--- config.mk ---
export PLATFORM = sky130hd
export DESIGN_NAME = shmf_ctrl
export DESIGN_NICKNAME = d
export VERILOG_FILES = /design/src/rtl/core/shmf_pkg.sv /design/src/rtl/core/shmf_ctrl.sv
export SDC_FILE = /design/constraint.sdc
export NUM_CORES = 1
export LEC_CHECK = 0
export BUFFER_PORTS_ARGS = -buffer_cell sky130_fd_sc_hd__buf_2
export CAP_MARGIN = 20
export CELL_PAD_IN_SITES_DETAIL_PLACEMENT = 0
export CELL_PAD_IN_SITES_GLOBAL_PLACEMENT = 2
export CORE_AREA = 2 2 39 41
export CTS_CLUSTER_DIAMETER = 40
export DETAILED_ROUTE_END_ITERATION = 16
export DIE_AREA = 0 0 41 43
export PLACE_DENSITY = 0.55
export RECOVER_POWER = 100
export SYNTH_ARGS = -nofsm -noshare
export SYNTH_HDL_FRONTEND = slang
export SYNTH_SLANG_ARGS = --single-unit
--- constraint.sdc ---
create_clock -name clk -period 1.1 [get_ports clk]
set_clock_uncertainty 0.2 [all_clocks]
set_input_delay 0.22 -clock clk [delete_from_list [all_inputs] [get_ports clk]]
set_output_delay 0.22 -clock clk [all_outputs]
set_load 0.01 [all_outputs]
--- src/rtl/core/shmf_pkg.sv ---
// Package with the shared widths, codes and control types of the sales histogram core.
package shmf_pkg;

  // Fixed widths of the request and result fields.
  localparam int ARTICLE_W = 9;
  localparam int DAY_W     = 5;
  localparam int UNITS_W   = 16;
  localparam int BIN_W     = 32;
  localparam int GRAND_W   = 40;
  localparam int CMD_W     = 2;
  localparam int STATUS_W  = 2;

  // Default sizes of the two histograms.
  localparam int DEF_NUM_ARTICLES = 256;
  localparam int DEF_NUM_DAYS     = 31;

  // Request commands.
  typedef enum logic [CMD_W-1:0] {
    CMD_RECORD    = 2'd0,
    CMD_QUERY_ART = 2'd1,
    CMD_QUERY_DAY = 2'd2
  } cmd_t;

  // Result status codes.
  typedef enum logic [STATUS_W-1:0] {
    STAT_OK          = 2'd0,
    STAT_BAD_ARTICLE = 2'd1,
    STAT_BAD_DAY     = 2'd2
  } status_t;

  // Controller states.
  typedef enum logic [1:0] {
    ST_CLEAR,
    ST_IDLE,
    ST_EXEC,
    ST_MULT
  } ctl_state_t;

  // Commands from the controller to the datapath.
  typedef struct packed {
    logic clear;        // clearing pass writes zero to both bin memories
    logic accept;       // capture a request and read its bins
    logic mult;         // register the mean-test product
    logic load_result;  // commit the request and load the result register
  } dp_cmd_t;

  // Status from the datapath to the controller.
  typedef struct packed {
    logic clear_last;   // last entry of the clearing pass
    logic out_free;     // result register can take a new result
    logic needs_mult;   // held request is a valid article query
  } dp_stat_t;

endpackage

--- src/rtl/core/shmf_ctrl.sv ---
// Controller state machine of the sales histogram core.
module shmf_ctrl import shmf_pkg::*; (
  input  logic     clk,
  input  logic     rst,
  input  logic     in_valid,
  output logic     in_stall,
  input  dp_stat_t dp_stat,
  output dp_cmd_t  dp_cmd
);

  ctl_state_t state, state_next;

  // State register.
  always_ff @(posedge clk) begin
    if (rst) begin
      state <= ST_CLEAR;
    end else begin
      state <= state_next;
    end
  end

  // Next state and datapath commands.
  always_comb begin
    state_next = state;
    dp_cmd     = '0;
    in_stall   = 1'b1;
    unique case (state)
      ST_CLEAR: begin
        dp_cmd.clear = 1'b1;
        if (dp_stat.clear_last) begin
          state_next = ST_IDLE;
        end
      end
      ST_IDLE: begin
        in_stall = 1'b0;
        if (in_valid) begin
          dp_cmd.accept = 1'b1;
          state_next    = ST_EXEC;
        end
      end
      ST_EXEC: begin
        if (dp_stat.needs_mult) begin
          dp_cmd.mult = 1'b1;
          state_next  = ST_MULT;
        end else if (dp_stat.out_free) begin
          dp_cmd.load_result = 1'b1;
          state_next         = ST_IDLE;
        end
      end
      ST_MULT: begin
        if (dp_stat.out_free) begin
          dp_cmd.load_result = 1'b1;
          state_next         = ST_IDLE;
        end
      end
      default: begin
        state_next = ST_CLEAR;
      end
    endcase
  end

endmodule

=== Yosys cells after proc, flatten, opt, wreduce, memory -nomap -nowiden ===
Index checks and enable logic that the tools add are counted.

* Bits of input ports: 6
* Word-level logic and storage cells: 22
* Output and inout port bits: 5
* Flip-flop bits (word level): 2

* Equality and inequality tests: 5
* Reduce and logical (&&, ||, !) cells: 2
* Multiplexer cells: 14

{| class="wikitable"
|+ Operators with widths
! cell !! number
|-
| $mux 1 || 8
|-
| $mux 2 || 4
|-
| $pmux 2 s4 || 1
|-
| $eq 2x2->1 const B || 2
|-
| $ne 2x2->1 const B || 2
|-
| $eq 2x1->1 const B || 1
|-
| $logic_not 2->1 || 1
|-
| $pmux 1 s2 || 1
|-
| $reduce_and 2->1 || 1
|}

=== Longest topological paths before layout ===
Gate-level depths: netlist of the first run.

* Depth in word-level cells: 3
* Depth in mapped cells: 2
* Gate-level depth less buffers: 2

=== Worst setup path before layout of the first run ===
Ideal clock, no wire load.

* Path type: register to output
* Start point: reg state[0]
* End point: out dp_cmd[0] (netlist bit)
* Data required time: 680 ps
* Path slack: -45 ps
* Arrival: 725 ps
* Cell stages (with the launch flop): 3
* Path through: dfxtp_1 nand2b_1 and3_2

{| class="wikitable"
|+ RTL lines
! item !! RTL line !! RTL
|-
| from (decl) || shmf_ctrl.sv:11 || <nowiki>ctl_state_t state, state_next;</nowiki>
|-
| from (signal assigned) || shmf_ctrl.sv:18 || <nowiki>state <= state_next;</nowiki>
|-
| to (decl) || shmf_ctrl.sv:8 || <nowiki>output dp_cmd_t dp_cmd</nowiki>
|}

==> results of run 1 <==
## per-layer routing
metal | vias to the layer above | share of wire
li1 | 99 | -
met1 | 80 | 0.43
met2 | 10 | 0.46
met3 | 0 | 0.10
met4 | 0 | 0
met5 | - | 0
## area by class of cell
type,count,area (um^2)
Clock buffer,3,22.5
Multi-Input combinational cell,11,129
Fill cell,149,1020
Inverter,1,3.75
Timing Repair Buffer,19,141
Sequential cell,2,45.0
Tap cell,16,20.0
## layout by cell type (no fill, tap or decap)
cell type / synthesis / layout
nand2_2: 0 / 1
and3_4: 0 / 1
dfxtp_4: 0 / 1
nor3_2: 0 / 1
a21oi_2: 0 / 1
clkbuf_4: 0 / 3
a311oi_2: 0 / 1
nor2_2: 0 / 1
nor2_1: 2 / 1
buf_2: 0 / 8
nand2b_4: 0 / 1
nor4b_4: 0 / 1
nor4_4: 0 / 1
and3b_1: 1 / 1
buf_6: 0 / 5
dfxtp_2: 0 / 1
buf_4: 0 / 6
inv_1: 1 / 1
## cells by family after synthesis
logic type | synth area share
buffers and inverters | 0.0337
AND/OR/NAND/NOR | 0.483
flip-flops | 0.360
AO/OA/AOI/OAI | 0.124
## what timing repair did
action / in CTS / in global routing
pin swaps: 3 / 3
hold endpoints to repair: 2 / 0
gates resized for setup: 8 / 9
cloned: 0 / 0
setup buffers: 3 / 3
endpoints found under the setup margin: 7 / 7
## worst max path at each step
stage | slack, ns | cells past startpoint | end | start
floorplan | -0.03 | 2 | dp_cmd[0] | state[0]
global placement | -0.12 | 3 | dp_cmd[0] | state[0]
detailed placement | -0.12 | 3 | dp_cmd[0] | state[0]
CTS | -0.28 | 3 | dp_cmd[2] | state[0]
global route | -0.34 | 3 | dp_cmd[2] | state[0]
finish | -0.27 | 3 | dp_cmd[2] | state[0]
## critical path: cells and delay by family (launching register included)
kind	cells	cell delay, ns
AND/OR/NAND/NOR	1	0.17
flip-flops	1	0.31
buffers and inverters	2	0.25
## power groups by stage
stage / sequential [mW] / clock, mW / combinational, mW
after CTS: 0.0884 / 0.174 / 0.115
after floorplan: 0.0908 / 0 / 0.0310
after detailed placement: 0.0877 / 0 / 0.0791
after global routing: 0.0894 / 0.178 / 0.165
after global placement: 0.0875 / 0 / 0.0795
final: 0.0881 / 0.162 / 0.154
## per-stage QoR
step,cell area [um^2],std cells,util
2_1_floorplan,114,14,-
3_3_place_gp,206,43,0.149
3_5_place_dp,206,43,0.149
4_1_cts,295,49,0.213
5_1_grt,362,52,0.261
6_report,362,52,0.261
==> results.json, run 1 <==
{
  "antenna_found_initial": 0,
  "grt_usage": 0.0701,
  "hold_class": "input port to register",
  "post-place-ws_ns": -0.119,
  "worstPathRequired_ns": 0.68,
  "use_met3": 0.0366,
  "route.detailed.drc": 0,
  "worstSetupStartpointType": "register",
  "r2r_setup_slack_ns": -0.16,
  "async_flop_share": 0,
  "synth_top_area_share": 0.360,
  "synth_area_leaders": "dfxtp_1 (36%), a311oi_1 (7.9%), and3b_1 (7.9%), nor4b_1 (7.9%), and3_2 (6.7%)",
  "rsz0062_at_grt": "true",
  "pwr-share-seq": 0.218,
  "cts-root-buf": "clkbuf_4",
  "power_density_nw_per_um2": 1120,
  "whs_ns": 0.0177,
  "path_cells": "buf_6 > and3b_1 > buf_2",
  "cp_max_fo": 4,
  "final_antenna_net_count": 0,
  "num_io_pins": 11,
  "timing.rr.end": "state[0]",
  "clockPowerShare": 0.401,
  "grt_pass1_vias": 195,
  "cts_inserted_buffers": 3,
  "initial_utilization": 0.0805,
  "yosys_warnings": 0,
  "drive_above_1_share": 0.917,
  "holdPathEnd": "state[0]",
  "max_cap_violations": 0,
  "drt_wl_total_um": 535,
  "switching_power_mw": 0.113,
  "clk_latency_ns": 0.22,
  "yosys.area.top_type": "dfxtp_1",
  "endpoint_kind": "output pin",
  "synth_area_um2": 111,
  "met1_usage": 0.0892,
  "core_um2": 1380,
  "fin_ws_ns": -0.272,
  "cts_max_level": 1,
  "grt_use_met2": 0.0813,
  "routedWlPerCell_um": 10.3,
  "die_x_um": 41,
  "irDropWorstVdd_uv": 454,
  "cts_tree": "yes",
  "grt_pass1_wl_um": 765,
  "synth_ff_type": "dfxtp_1",
  "crit_arrival_ns": 0.95,
  "clock_path_buffers": 2,
  "whs_path_depth": 2,
  "worstReg2RegStart": "state[0]",
  "synth-edff-count": 0,
  "tns_ns": -1.40,
  "drv_slew": 0,
  "slowest_delay_ns": 0.31,
  "via_per_inst": 3.63,
  "synth_cells": 14,
  "clk_pin_slew_ns": 0.03,
  "p_total_mw": 0.404,
  "portBuffers": 10,
  "die_h_um": 43,
  "timing.slew.headroom": 0.820,
  "nets": 44,
  "p_sw_frac": 0.279,
  "reg2reg_depth": 4,
  "fin_crit_sh": 1.25,
  "yosys_register_bits": 2,
  "grt_remaining_overflow": 0,
  "hold_viol": 0,
  "num_vias": 189,
  "internal_power_mw": 0.291,
  "period_needed_ns": 1.37,
  "ys_types": 12,
  "max_freq_mhz": 729,
  "hp-start": "rst",
  "clock-sinks": 2,
  "ys_seq_area_frac": 0.360,
  "power_leakage_nw": 0.165,
  "drt_iter0_drc": 1,
  "critical_path_class": "register to output pin",
  "drt-pass1-iter-count": 2,
  "regMostFlops": "state",
  "syn_nets": 20,
  "status": "finished with violations",
  "combPwrFrac": 0.381,
  "placementRows": 14,
  "dieArea_um2": 1760,
  "area_growth_pct": 225,
  "insertedDiodeCount": 0,
  "place_congestion": 0.705,
  "violations": "negative setup slack",
  "ys_top_cells_by_count": "dfxtp_1 (2), nor2_1 (2)",
  "max_slew.worst_pin.slew_ns": 0.269,
  "largest_register_ffs": 2,
  "syn_avg_cell_area_um2": 7.95,
  "setup_viol": 7,
  "grt_max_degree": 7,
  "grt_busiest_layer": "met1",
  "largest_registers": "state x2",
  "crit_slowest_cell": "dfxtp_2"
}
Power figures use the tool's default switching activity.
==> run 2, diff against run 1 <==
--- a/config.mk
+++ b/config.mk
@@ -15,6 +15,7 @@
 export DIE_AREA = 0 0 41 43
 export PLACE_DENSITY = 0.55
 export RECOVER_POWER = 100
+export SLEW_MARGIN = 10
 export SYNTH_ARGS = -nofsm -noshare
 export SYNTH_HDL_FRONTEND = slang
 export SYNTH_SLANG_ARGS = --single-unit
==> constraint.sdc (replaced) <==
create_clock -name clk -period 1.1 [get_ports clk]
set_clock_uncertainty 0.2 [all_clocks]
set_input_delay 0 -clock clk [delete_from_list [all_inputs] [get_ports clk]]
set_output_delay 0 -clock clk [all_outputs]
set_load 0.01 [all_outputs]
==> results.json, run 2 (synthesis results as in run 1) <==
{
  "status": "finished with violations",
  "violations": "negative hold slack, negative setup slack",
  "slowest_delay_ns": 0.35,
  "p_total_mw": 0.349,
  "clk_latency_ns": 0.22,
  "max_slew.worst_pin.slew_ns": 0.239,
  "grt_remaining_overflow": 0,
  "whs_ns": -0.0905,
  "nets": 40,
  "place_congestion": 0.595,
  "fin_ws_ns": -0.0691,
  "regMostFlops": "state",
  "grt_busiest_layer": "met2",
  "crit_family": "flip-flops",
  "grt_pass1_wl_um": 779,
  "initial_utilization": 0.0805,
  "antenna_found_initial": 0,
  "max_freq_mhz": 855,
  "via_per_inst": 3.79,
  "grt_usage": 0.0691,
  "core_um2": 1380,
  "postPlaceCellArea_um2": 183,
  "critical_path_class": "register to output pin",
  "use_met3": 0.0314,
  "fin_util": 0.207,
  "dp_hpwl_um": 307,
  "setup_viol": 5,
  "rsz0062_at_grt": "true",
  "clock_path_buffers": 2,
  "drv_slew": 0,
  "crit_buf_inv": 1,
  "drive_above_1_share": 0.656,
  "crit_slowest_cell": "dfxtp_4",
  "cts_max_level": 1,
  "clk_pin_slew_ns": 0.03,
  "final_antenna_net_count": 0,
  "fillers": 158,
  "worstSetupStartpointType": "register",
  "worstPathRequired_ns": 0.90,
  "timing.slew.headroom": 0.839,
  "num_io_pins": 11,
  "drt-pass1-iter-count": 4,
  "final_cell_mix": "buf_2 (8), clkbuf_4 (3), dlygate4sd3_1 (3)",
  "cts_inserted_buffers": 3,
  "post-place-ws_ns": -0.0216,
  "cts_hold_buf": 3,
  "endpoint_kind": "output pin",
  "die_x_um": 41,
  "area_growth_pct": 157,
  "insertedDiodeCount": 0,
  "crit_arrival_ns": 0.97,
  "portBuffers": 10,
  "max_cap_violations": 0,
  "routedWlPerCell_um": 10.6,
  "clock-sinks": 2,
  "hold_class": "input port to register",
  "die_h_um": 43,
  "irDropWorstVdd_uv": 327,
  "power_leakage_nw": 0.129,
  "dieArea_um2": 1760,
  "design_area_um2": 287,
  "cts-root-buf": "clkbuf_4",
  "fin_crit_sh": 1.06,
  "hold_viol": 2,
  "drt_wl_total_um": 510,
  "grt_pass1_vias": 208,
  "num_vias": 182,
  "power_density_nw_per_um2": 1220,
  "largest_register_ffs": 2,
  "route.detailed.drc": 0,
  "layout_commonest_cell": "buf_2",
  "largest_registers": "state x2",
  "grt_use_met2": 0.0906,
  "cp_max_fo": 5,
  "path_cells": "nand2b_4 > and3_4 > buf_6",
  "period_needed_ns": 1.17,
  "met1_usage": 0.0701,
  "grt_max_degree": 6,
  "drt_iter0_drc": 7,
  "cts_tree": "yes",
  "multi_input_comb_area_um2": 87.6,
  "seq_area_um2": 47.5,
  "placementRows": 14
}
## run 2: path summary, 6_finish.rpt
check / start / end / slack, ns / cells past startpoint
hold reg to reg: state[1] / state[1] / 0.35 / 2
hold / removal: dp_stat[0] / state[1] / -0.09 / 3
setup reg to reg: state[0] / state[0] / -0.06 / 3
setup / recovery: state[0] / dp_cmd[0] / -0.07 / 3
## run 2: layout make-up
type / count / share of cell area
Sequential cell: 2 / 0.166
Tap cell: 16 / 0.0699
Multi-Input combinational cell: 11 / 0.306
Timing Repair Buffer: 15 / 0.367
Inverter: 1 / 0.0131
Clock buffer: 3 / 0.0786
## run 2: worst register-to-register path: cells and delay by family, from the launching register on
kind          cells  cell delay, ns
buf+inv           1            0.14
flops             1            0.35
simple gates      2            0.36
## run 2: metal layers
metal | part of all wire | vias up
met5 | 0 | -
met4 | 0 | 0
met3 | 0.14 | 0
met2 | 0.45 | 14
met1 | 0.40 | 80
li1 | - | 88
## run 2: through the flow
step,cells,setup TNS [ns]
after global routing,48,-0.438
after detailed placement,40,-0.0313
after floorplan,14,0
after CTS,48,-0.282
after global placement,40,-0.00575
final,48,-0.234
## run 2: what timing repair did
item,4_1_cts,5_1_grt
pin swaps,1,2
resized for setup,6,3
setup endpoints to repair,5,6
endpoints found under the hold margin,2,2
setup buffers,2,0
## run 2: report_power, final
| group | internal, mW | total [mW] | switching (mW) | leakage [nW] |
|---|---|---|---|---|
| sequential | 0.0804 | 0.0890 | 0.00869 | 0.0178 |
| clock | 0.121 | 0.164 | 0.0430 | 0.0138 |
| combinational | 0.0535 | 0.0961 | 0.0427 | 0.0975 |
==> run 3, diff against run 2 <==
--- a/config.mk
+++ b/config.mk
@@ -15,7 +15,9 @@
 export DIE_AREA = 0 0 41 43
 export PLACE_DENSITY = 0.55
 export RECOVER_POWER = 100
+export REMOVE_ABC_BUFFERS = 1
 export SLEW_MARGIN = 10
 export SYNTH_ARGS = -nofsm -noshare
 export SYNTH_HDL_FRONTEND = slang
 export SYNTH_SLANG_ARGS = --single-unit
+export TNS_END_PERCENT = 1
==> results.json, run 3 (synthesis results as in run 1) <==
{
  "timing.slew.headroom": 0.850,
  "grt_pass1_vias": 193,
  "max_freq_mhz": 844,
  "initial_utilization": 0.0805,
  "cts_tree": "yes",
  "path_cells": "nand2b_4 > and3_4 > buf_6",
  "grt_busiest_layer": "met1",
  "use_met3": 0.0838,
  "fin_ws_ns": -0.0853,
  "num_io_pins": 11,
  "cts-root-buf": "clkbuf_4",
  "crit_arrival_ns": 0.99,
  "tns_ns": -0.282,
  "place_congestion": 0.670,
  "hp-start": "dp_stat[0]",
  "multi_input_comb_area_um2": 96.3,
  "placementRows": 14,
  "grt_use_met2": 0.0719,
  "final_cell_mix": "buf_2 (8), dlygate4sd3_1 (4), clkbuf_4 (3)",
  "cts_hold_buf": 4,
  "critical_path_class": "register to output pin",
  "grt_usage": 0.0811,
  "area_growth_pct": 171,
  "core_um2": 1380,
  "whs_ns": -0.0914,
  "clock-sinks": 2,
  "die_h_um": 43,
  "rsz0062_at_grt": "true",
  "antenna_found_initial": 0,
  "period_needed_ns": 1.19,
  "final_antenna_net_count": 0,
  "post-place-ws_ns": -0.0260,
  "slowest_delay_ns": 0.34,
  "grt_max_degree": 7,
  "num_vias": 181,
  "worstSetupStartpointType": "register",
  "holdPathEnd": "state[1]",
  "nets": 41,
  "seq_area_um2": 47.5,
  "largest_register_ffs": 2,
  "crit_buf_inv": 1,
  "crit_slowest_cell": "dfxtp_4",
  "via_per_inst": 3.69,
  "drt_wl_total_um": 470,
  "setup_viol": 5,
  "whs_path_depth": 3,
  "design_area_um2": 302,
  "regMostFlops": "state",
  "hold_class": "input port to register",
  "grt_pass1_wl_um": 848,
  "place_inst": 41,
  "drt_iter0_drc": 2,
  "die_x_um": 41,
  "clk_pin_slew_ns": 0.03,
  "clock_path_buffers": 2,
  "insertedDiodeCount": 0,
  "portBuffers": 10,
  "power_density_nw_per_um2": 1150,
  "reg2reg_depth": 3,
  "clk_latency_ns": 0.22,
  "status": "finished with violations",
  "cp_max_fo": 4,
  "grt_remaining_overflow": 0,
  "postPlaceCellArea_um2": 189,
  "met1_usage": 0.105,
  "finalNonFillerCells": 49,
  "p_total_mw": 0.348,
  "dieArea_um2": 1760,
  "drv_slew": 0,
  "violations": "negative hold slack, negative setup slack",
  "dp_hpwl_um": 318,
  "cts_inserted_buffers": 3,
  "power_leakage_nw": 0.135,
  "timing.rr.end": "state[0]",
  "route.detailed.drc": 0,
  "crit_family": "flip-flops",
  "largest_registers": "state x2",
  "layout_commonest_cell": "buf_2",
  "fin_crit_sh": 1.08,
  "max_slew.worst_pin.slew_ns": 0.222,
  "endpoint_kind": "output pin",
  "drt-pass1-iter-count": 2,
  "hold_viol": 1,
  "irDropWorstVdd_uv": 270,
  "fin_util": 0.218,
  "r2r_setup_slack_ns": -0.04,
  "drive_above_1_share": 0.636,
  "cts_max_level": 1,
  "fillers": 155,
  "worstPathRequired_ns": 0.90,
  "max_cap_violations": 0,
  "worstReg2RegStart": "state[0]",
  "routedWlPerCell_um": 9.59
}
==> run 3: changes by cell type in the layout (fill, tap and decap cells not counted) <==
cell	before	now
nor4b_2	1	0
nor4b_4	0	1
dlygate4sd3_1	3	4
buf_6	2	1
buf_4	1	2
==> run 3: area by class of cell <==
type,count,area share
clock buffer,3,0.0747
inverter,1,0.0124
multi-input combinational,11,0.320
sequential,2,0.158
tap,16,0.0664
timing repair buffer,16,0.369
==> run 3: worst register-to-register path: stages (launching register included) <==
cell     delay [ns]
dfxtp_4        0.34
buf_4          0.15
nor4b_4        0.26
nor4_1         0.07
==> run 3: worst max path at each step <==
stage	slack (ns)	cells after the start	endpoint	start
detailed placement	-0.03	2	state[0]	state[1]
floorplan	-0.03	2	state[0]	state[1]
CTS	-0.10	3	dp_cmd[0]	state[0]
global placement	0.005	2	state[0]	state[1]
finish	-0.09	3	dp_cmd[0]	state[0]
global route	-0.12	3	dp_cmd[0]	state[0]
==> run 3: timing repair <==
action	4_1_cts	5_1_grt
pin swaps	0	2
buffers inserted	1	0
endpoints found under the hold margin	2	1
endpoints found under the setup margin	6	7
resized for setup	8	2
==> run 3: where the power goes <==
part           switching [mW]  internal, mW  total, mW
sequential            0.00881        0.0804     0.0892
clock                  0.0390         0.120      0.159
combinational          0.0438        0.0557     0.0996
total                  0.0916         0.256      0.348
==> run 3: routing by layer <==
layer,share of wire,up-vias
met4,0,0
li1,-,91
met5,0,-
met3,0.18,0
met1,0.51,79
met2,0.31,11
